===== config.mk =====
export PLATFORM = sky130hd
export DESIGN_NAME = base64_encoder_flat
export DESIGN_NICKNAME = d
export VERILOG_FILES = /design/src/rtl/core/b64e_pkg.sv /design/src/rtl/core/b64e_if.sv /design/src/rtl/core/base64_encoder.sv /design/src/rtl/core/b64e_enc.sv /design/src/rtl/core/b64e_ser.sv /design/src/flat_wrapper.sv
export SDC_FILE = /design/constraint.sdc
export NUM_CORES = 1
export LEC_CHECK = 0
export BUFFER_PORTS_ARGS = -buffer_cell sky130_fd_sc_hd__buf_2
export CELL_PAD_IN_SITES_DETAIL_PLACEMENT = 0
export CELL_PAD_IN_SITES_GLOBAL_PLACEMENT = 1
export CORE_MARGIN = 1.5
export CORE_UTILIZATION = 48
export CTS_BUF_LIST = sky130_fd_sc_hd__clkbuf_8
export DETAILED_ROUTE_END_ITERATION = 8
export PLACE_DENSITY = 0.88
export SETUP_SLACK_MARGIN = 0.02
export SYNTH_ARGS = -nofsm -noshare
export SYNTH_HDL_FRONTEND = slang
export SYNTH_SLANG_ARGS = --single-unit
export TNS_END_PERCENT = 100

===== constraint.sdc =====
create_clock -name clk -period 2.65 [get_ports clk]
set_input_delay 0.1325 -clock clk [delete_from_list [all_inputs] [get_ports clk]]
set_output_delay 0.1325 -clock clk [all_outputs]
set_load 0.02 [all_outputs]

===== src/rtl/core/b64e_pkg.sv =====
// Package for the Base64 encoder: phase codes, result group type, alphabet lookup.
`default_nettype none

package b64e_pkg;

  // Position of the next byte within its group of three
  typedef enum logic [1:0] {
    PH_FIRST  = 2'd0,
    PH_SECOND = 2'd1,
    PH_THIRD  = 2'd2
  } phase_t;

  localparam int unsigned CharW   = 8;
  localparam int unsigned IdxW    = 6;
  localparam int unsigned MaxChar = 4;
  localparam int unsigned CntW    = $clog2(MaxChar);

  localparam logic [CharW-1:0] PAD_CHAR = 8'h3D;  // '='
  localparam logic [CharW-1:0] CH_UPPER = 8'h41;  // 'A'
  localparam logic [CharW-1:0] CH_LOWER = 8'h61;  // 'a'
  localparam logic [CharW-1:0] CH_DIGIT = 8'h30;  // '0'
  localparam logic [CharW-1:0] CH_PLUS  = 8'h2B;  // '+'
  localparam logic [CharW-1:0] CH_DASH  = 8'h2D;  // '-'

  // Characters caused by one input byte
  typedef struct packed {
    logic [MaxChar-1:0][CharW-1:0] chars;
    logic [CntW-1:0]               last_idx;  // index of the final character
    logic                          msg_end;   // group closes the message
  } group_t;

  // 6-bit index to ASCII: A-Z, a-z, 0-9, '+', '-'
  function automatic logic [CharW-1:0] symbol(input logic [IdxW-1:0] idx);
    logic [CharW-1:0] ext;
    ext = {{(CharW-IdxW){1'b0}}, idx};
    if (idx < 6'd26) begin
      symbol = CH_UPPER + ext;
    end else if (idx < 6'd52) begin
      symbol = CH_LOWER + ext - 8'd26;
    end else if (idx < 6'd62) begin
      symbol = CH_DIGIT + ext - 8'd52;
    end else if (idx == 6'd62) begin
      symbol = CH_PLUS;
    end else begin
      symbol = CH_DASH;
    end
  endfunction

endpackage

`default_nettype wire


===== src/rtl/core/b64e_if.sv =====
// Handshake channels of the Base64 encoder: byte input and character output.
`default_nettype none

interface b64e_in_if;
  logic       valid;
  logic       ready;
  logic [7:0] data_byte;
  logic       last_byte;

  modport source (output valid, output data_byte, output last_byte, input ready);
  modport sink   (input valid, input data_byte, input last_byte, output ready);
endinterface

interface b64e_out_if;
  logic       valid;
  logic       ready;
  logic [7:0] out_char;
  logic       run_last;
  logic       message_end;

  modport source (output valid, output out_char, output run_last, output message_end,
                  input ready);
  modport sink   (input valid, input out_char, input run_last, input message_end,
                  output ready);
endinterface

`default_nettype wire


===== src/rtl/core/base64_encoder.sv =====
// Top level of the streaming Base64 encoder with '=' padding.
//
//   channel  dir  fields                              item
//   in_ch    in   data_byte[7:0], last_byte           one raw byte
//   out_ch   out  out_char[7:0], run_last, message_end one ASCII character
//
// A byte yields one to four characters: one for a non-final first or second byte of a
// group, two for a third byte, four for a final first byte, three for a final second.
// The character stage sends them one per cycle while out_ch.ready holds, setting the rate.
// A byte passes the group register, then the character register, before it is shown.
// The byte stage takes the next byte while the previous group is still sent.
// Reset (synchronous) returns the phase to the start of a group and empties both stages.
// Stalls on out_ch hold the current character and back up into in_ch.ready.
`default_nettype none

module base64_encoder (
  input  logic        clk,
  input  logic        rst,
  b64e_in_if.sink     in_ch,
  b64e_out_if.source  out_ch
);
  import b64e_pkg::*;

  group_t grp;
  logic   grp_valid;
  logic   grp_ready;

  b64e_enc u_enc (
    .clk       (clk),
    .rst       (rst),
    .in_ch     (in_ch),
    .grp       (grp),
    .grp_valid (grp_valid),
    .grp_ready (grp_ready)
  );

  b64e_ser u_ser (
    .clk       (clk),
    .rst       (rst),
    .grp       (grp),
    .grp_valid (grp_valid),
    .grp_ready (grp_ready),
    .out_ch    (out_ch)
  );

  // Message end only ever lands on the last character of a byte
  a_end_is_run_last: assert property (@(posedge clk) disable iff (rst)
    (out_ch.valid && out_ch.message_end) |-> out_ch.run_last)
    else $error("message_end without run_last");

  // A byte is never taken while a held group cannot move on
  a_no_overwrite: assert property (@(posedge clk) disable iff (rst)
    (in_ch.valid && in_ch.ready) |-> (!grp_valid || grp_ready))
    else $error("group register overwritten");

  // Nothing is shown right after reset
  a_reset_empty: assert property (@(posedge clk)
    $past(rst) |-> !out_ch.valid)
    else $error("output valid after reset");

endmodule

`default_nettype wire


===== src/rtl/core/b64e_enc.sv =====
// Byte stage: tracks group phase and leftover bits, registers the characters of one byte.
`default_nettype none

module b64e_enc (
  input  logic            clk,
  input  logic            rst,
  b64e_in_if.sink         in_ch,
  output b64e_pkg::group_t grp,
  output logic            grp_valid,
  input  logic            grp_ready
);
  import b64e_pkg::*;

  phase_t         phase, phase_next;
  logic [IdxW-1:0] pend, pend_next;
  group_t         grp_next;
  logic           accept;
  logic [7:0]     b;

  assign b            = in_ch.data_byte;
  assign in_ch.ready  = !grp_valid || grp_ready;
  assign accept       = in_ch.valid && in_ch.ready;

  // Characters and next state for the byte at the input
  always_comb begin
    grp_next         = '0;
    grp_next.msg_end = in_ch.last_byte;
    phase_next       = phase;
    pend_next        = pend;
    case (phase)
      PH_SECOND: begin
        grp_next.chars[0] = symbol((pend & 6'h30) | {2'b00, b[7:4]});
        pend_next         = {b[3:0], 2'b00};
        if (in_ch.last_byte) begin
          grp_next.chars[1]  = symbol({b[3:0], 2'b00});
          grp_next.chars[2]  = PAD_CHAR;
          grp_next.last_idx  = CntW'(2);
          phase_next         = PH_FIRST;
          pend_next          = '0;
        end else begin
          grp_next.last_idx  = CntW'(0);
          phase_next         = PH_THIRD;
        end
      end
      PH_THIRD: begin
        grp_next.chars[0] = symbol((pend & 6'h3C) | {4'b0000, b[7:6]});
        grp_next.chars[1] = symbol(b[5:0]);
        grp_next.last_idx = CntW'(1);
        phase_next        = PH_FIRST;
        pend_next         = '0;
      end
      default: begin
        // first byte of a group (unused phase code behaves the same)
        grp_next.chars[0] = symbol(b[7:2]);
        pend_next         = {b[1:0], 4'b0000};
        if (in_ch.last_byte) begin
          grp_next.chars[1]  = symbol({b[1:0], 4'b0000});
          grp_next.chars[2]  = PAD_CHAR;
          grp_next.chars[3]  = PAD_CHAR;
          grp_next.last_idx  = CntW'(3);
          phase_next         = PH_FIRST;
          pend_next          = '0;
        end else begin
          grp_next.last_idx  = CntW'(0);
          phase_next         = PH_SECOND;
        end
      end
    endcase
  end

  // State and group register
  always_ff @(posedge clk) begin
    if (rst) begin
      phase     <= PH_FIRST;
      pend      <= '0;
      grp_valid <= 1'b0;
    end else begin
      if (accept) begin
        phase     <= phase_next;
        pend      <= pend_next;
        grp_valid <= 1'b1;
      end else if (grp_ready) begin
        grp_valid <= 1'b0;
      end
    end
  end

  always_ff @(posedge clk) begin
    if (accept) begin
      grp <= grp_next;
    end
  end

endmodule

`default_nettype wire


===== src/rtl/core/b64e_ser.sv =====
// Character stage: sends the characters of one group, one item per cycle while out_ch.ready is high.
`default_nettype none

module b64e_ser (
  input  logic             clk,
  input  logic             rst,
  input  b64e_pkg::group_t grp,
  input  logic             grp_valid,
  output logic             grp_ready,
  b64e_out_if.source       out_ch
);
  import b64e_pkg::*;

  group_t          cur;
  logic            busy;
  logic [CntW-1:0] idx;
  logic            at_end;
  logic            load;

  assign at_end    = (idx == cur.last_idx);
  assign grp_ready = !busy || (out_ch.ready && at_end);
  assign load      = grp_valid && grp_ready;

  assign out_ch.valid       = busy;
  assign out_ch.out_char    = cur.chars[idx];
  assign out_ch.run_last    = at_end;
  assign out_ch.message_end = at_end && cur.msg_end;

  // Occupancy and character pointer
  always_ff @(posedge clk) begin
    if (rst) begin
      busy <= 1'b0;
      idx  <= '0;
    end else begin
      if (load) begin
        busy <= 1'b1;
        idx  <= '0;
      end else if (busy && out_ch.ready) begin
        if (at_end) begin
          busy <= 1'b0;
        end
        idx <= idx + 1'b1;
      end
    end
  end

  always_ff @(posedge clk) begin
    if (load) begin
      cur <= grp;
    end
  end

endmodule

`default_nettype wire

===== src/flat_wrapper.sv =====
// flat-port wrapper written by rule: the top's interface ports become plain ports
module base64_encoder_flat import b64e_pkg::*;
  (clk, rst, in_ch_valid, in_ch_data_byte, in_ch_last_byte, in_ch_ready, out_ch_valid, out_ch_out_char, out_ch_run_last, out_ch_message_end, out_ch_ready);
  b64e_in_if in_ch_i ();
  b64e_out_if out_ch_i ();
  input  logic clk;
  input  logic rst;
  input wire logic [$bits(in_ch_i.valid)-1:0] in_ch_valid;
  input wire logic [$bits(in_ch_i.data_byte)-1:0] in_ch_data_byte;
  input wire logic [$bits(in_ch_i.last_byte)-1:0] in_ch_last_byte;
  output wire logic [$bits(in_ch_i.ready)-1:0] in_ch_ready;
  output wire logic [$bits(out_ch_i.valid)-1:0] out_ch_valid;
  output wire logic [$bits(out_ch_i.out_char)-1:0] out_ch_out_char;
  output wire logic [$bits(out_ch_i.run_last)-1:0] out_ch_run_last;
  output wire logic [$bits(out_ch_i.message_end)-1:0] out_ch_message_end;
  input wire logic [$bits(out_ch_i.ready)-1:0] out_ch_ready;
  assign in_ch_i.valid = in_ch_valid;
  assign in_ch_i.data_byte = in_ch_data_byte;
  assign in_ch_i.last_byte = in_ch_last_byte;
  assign in_ch_ready = in_ch_i.ready;
  assign out_ch_valid = out_ch_i.valid;
  assign out_ch_out_char = out_ch_i.out_char;
  assign out_ch_run_last = out_ch_i.run_last;
  assign out_ch_message_end = out_ch_i.message_end;
  assign out_ch_i.ready = out_ch_ready;
  base64_encoder u_core (.clk(clk), .rst(rst), .in_ch(in_ch_i), .out_ch(out_ch_i));
endmodule

==> impl_metrics.py <==
metrics = {
    "critical_path": {
        "cp-end-kind": "flip-flop",
        "cp-start-kind": "flip-flop",
        "critical-path-max-stage-delay_ns": 0.74,
        "r2r-end": "u_core.u_enc.grp[5]$_DFFE_PP_",
        "cpMostUsedCell": "nand2_1",
        "cp.arrival_ns": 2.41,
        "rrSetupSlack_ns": 0.40,
        "crit_fanout": 17,
        "crit_slowest_cell": "dfxtp_1",
        "r2r_start": "u_core.u_enc.pend[5]$_SDFFE_PP0P_",
        "criticalPathCategory": "reg2reg",
        "worst_ep_required_time_ns": 2.81,
        "crit_chain": "nand2_1, or2_2, nand2_1, a21oi_1, o31ai_1, o22a_1",
        "rr_worst_depth": 6,
        "cp-startpoint": "u_core.u_enc.pend[5]$_SDFFE_PP0P_",
    },
    "routing": {
        "drt_iter0_markers": 330,
        "wirelength_um": 9370,
        "vias_per_cell": 6.23,
        "routedWlPerCell_um": 16.8,
        "num_vias": 3478,
        "drc": 0,
        "dr.pass1.iters": 5,
        "drtAntennaViolNets": 0,
    },
    "global_routing": {
        "grt_pass1_vias": 3170,
        "overflow": 0,
        "grt_start_max_net_pins": 23,
        "grt_pass1_wl_um": 15500,
        "antenna_found_initial": 0,
        "grt_util_all_layers_pct": 22.5,
    },
    "floorplan": {
        "initial_core_util_pct": 49.7,
        "die_w_um": 92.7,
        "dieHeight_um": 92.7,
        "die_area_mm2": 0.00859,
        "core_area_mm2": 0.00777,
        "ios": 25,
        "rows": 32,
    },
    "timing": {
        "period_share_pct": 84.8,
        "hold_viol": 0,
        "clock_skew_ns": 0.00748,
        "tns_ns": 0,
        "worstMarginPinSlew_ns": 0.967,
        "slew_headroom_pct": 35.3,
        "layout_setup_ws_ns": 0.402,
        "finalWorstPathRequiredPeriod_ns": 2.25,
        "slew_violations": 0,
        "fmax_ghz": 0.445,
        "finalSetupViolCount": 0,
        "worst_hold_slack_ns": 0.0821,
        "rsz0062_at_grt": "false",
    },
    "power_and_ir_drop": {
        "power.total_mw": 1.74,
        "p_per_area_mw_per_mm2": 422,
        "ir_worst_vdd_mv": 0.232,
        "leakage_nw": 1.52,
    },
    "final_layout": {
        "antenna_cells": 0,
        "layout.cells.non_filler": 558,
        "layout_commonest_cell": "edfxtp_1",
        "syn2layout_area_growth_pct": 6.51,
        "final_layout_size_suffix_gt1_share_pct": 12.3,
        "fillers": 713,
        "layout_common_cells": "40 x edfxtp_1, 39 x nor2_1, 36 x nand2_1",
        "layout.nets": 489,
    },
    "logic_synthesis": {
        "yosysSeqAreaShare_pct": 36.3,
        "ys_warn_count": 0,
        "postSynthAreaPerCell_um2": 8.58,
        "syn_nets": 484,
        "synth_edf_count": 40,
        "synth_async_sr_flop_share_pct": 0,
        "synthCells": 450,
        "ys_ff_latch": 50,
        "synth_cell_types": 66,
        "syn_area_mm2": 0.00386,
        "synth-main-ff-cell": "edfxtp_1",
    },
    "worst_hold_path": {
        "hold-path-endpoint": "u_core.u_enc.grp_valid$_SDFFE_PP0P_",
        "worstHoldPathType": "in2reg",
        "hold_depth": 3,
        "min_from": "in_ch_valid",
    },
    "cts": {
        "insertion_delay_ns": 0.30,
        "root_buffer": "clkbuf_8",
        "cts_setup_buffers": 0,
        "path_clk_slew_ns": 0.09,
        "postCtsHoldBufs": 0,
        "cts_tree": "done",
        "cts_made_buffers": 5,
        "cts_resized": 0,
        "cts_buffer_depth": 2,
        "htree_levels": 2,
        "cts.sink_count": 50,
    },
    "flow_run": {
        "max-cap-violations": 0,
    },
    "placement": {
        "dpl_worst_slack_ns": 0.362,
        "dp_hpwl_um": 6900,
        "routabilityCongestion": 0.903,
        "place_inst": 550,
        "port-buffer-count": 24,
    },
    "run_status": {
        "status": "completed",
    },
}
[power by group]
part,internal [mW],switching [mW]
logic,0.132,0.250
registers,0.904,0.0229
clock network,0.186,0.243
total,1.22,0.516
[cell type report]
type / count / area [µm²] / share of cell area [%]
inverter: 23 / 86.3 / 2.10
timing repair buffer: 37 / 218 / 5.29
sequential: 50 / 1400 / 34.1
clock buffer: 5 / 68.8 / 1.67
clock inverter: 3 / 21.3 / 0.517
multi-input combinational: 338 / 2190 / 53.3
tap: 102 / 128 / 3.10
[worst max-delay path: cells and delay by family (launching register included)]
| family | cells | cell delay (ns) |
|---|---|---|
| AOI/OAI and AO/OA | 3 | 0.68 |
| DFF | 1 | 0.74 |
| and+or+nand+nor | 3 | 0.71 |
[how the worst max path moves through the flow]
stage	slack, ns	to
final	0.40	u_core.u_enc.grp[5]$_DFFE_PP_
after global routing	0.24	u_core.u_enc.grp[5]$_DFFE_PP_
after CTS	0.45	u_core.u_enc.grp[5]$_DFFE_PP_
after detailed placement	0.36	u_core.u_enc.grp[16]$_DFFE_PP_
after global placement	0.35	u_core.u_enc.grp[16]$_DFFE_PP_
after floorplan	0.17	u_core.u_ser.cur[0]$_DFFE_PP_
[cells in the mapped netlist (all sizes together) (5+ instances only)]
master,number,share of area [%]
nor2,39,3.8
a31oi,12,1.9
dfxtp,10,5.2
o311ai,8,2.3
nand2,36,3.5
xor2,7,1.6
edfxtp,40,31
nor3,11,1.6
a21o,8,1.6
clkbuf,16,1.6
o21ai,32,4.1
a211oi,6,1.3
ha,21,6.8
mux2i,11,2.9
xnor2,9,2.0
inv,22,2.1
o31ai,5,0.97
a21oi,37,5.0
nand2b,9,1.5
buf,23,3.3
nand3,21,2.7
[per-layer routing]
layer | up-vias | GRT usage [%] | share of wire [%]
met5 | - | 0 | 0
met4 | 0 | 6.69 | 1.4
met3 | 12 | 2.63 | 6.4
met2 | 159 | 37.4 | 48
met1 | 1646 | 30.6 | 44
li1 | 1661 | - | -
[state kept, by name, indices dropped and copies added, names as in the netlist]
name,cells
u_core.u_enc.grp,20
u_core.u_ser.cur,20
u_core.u_enc.pend,4
u_core.u_enc.phase,2
u_core.u_ser.idx,2
u_core.u_enc.grp_valid,1
u_core.u_ser.out_ch.valid,1
[through the flow]
stage                     cell area [µm²]  util (%)
after floorplan                      3860         -
after global placement               4020      51.8
after detailed placement             4020      51.8
after CTS                            4110      53.0
after global routing                 4110      53.0
final                                4110      53.0
[kinds of logic (layout without fill, tap and decap cells)]
kind of cell,Yosys count,in the layout,share of synthesized area [%]
buf+inv,62,68,7.06
compound gates,147,147,25.5
simple gates,143,143,17.9
xor+xnor,16,16,3.63
fa+ha+maj,21,21,6.80
flops,50,50,36.3
mux,11,11,2.85
Note: power is estimated with default switching activity, not from simulation.
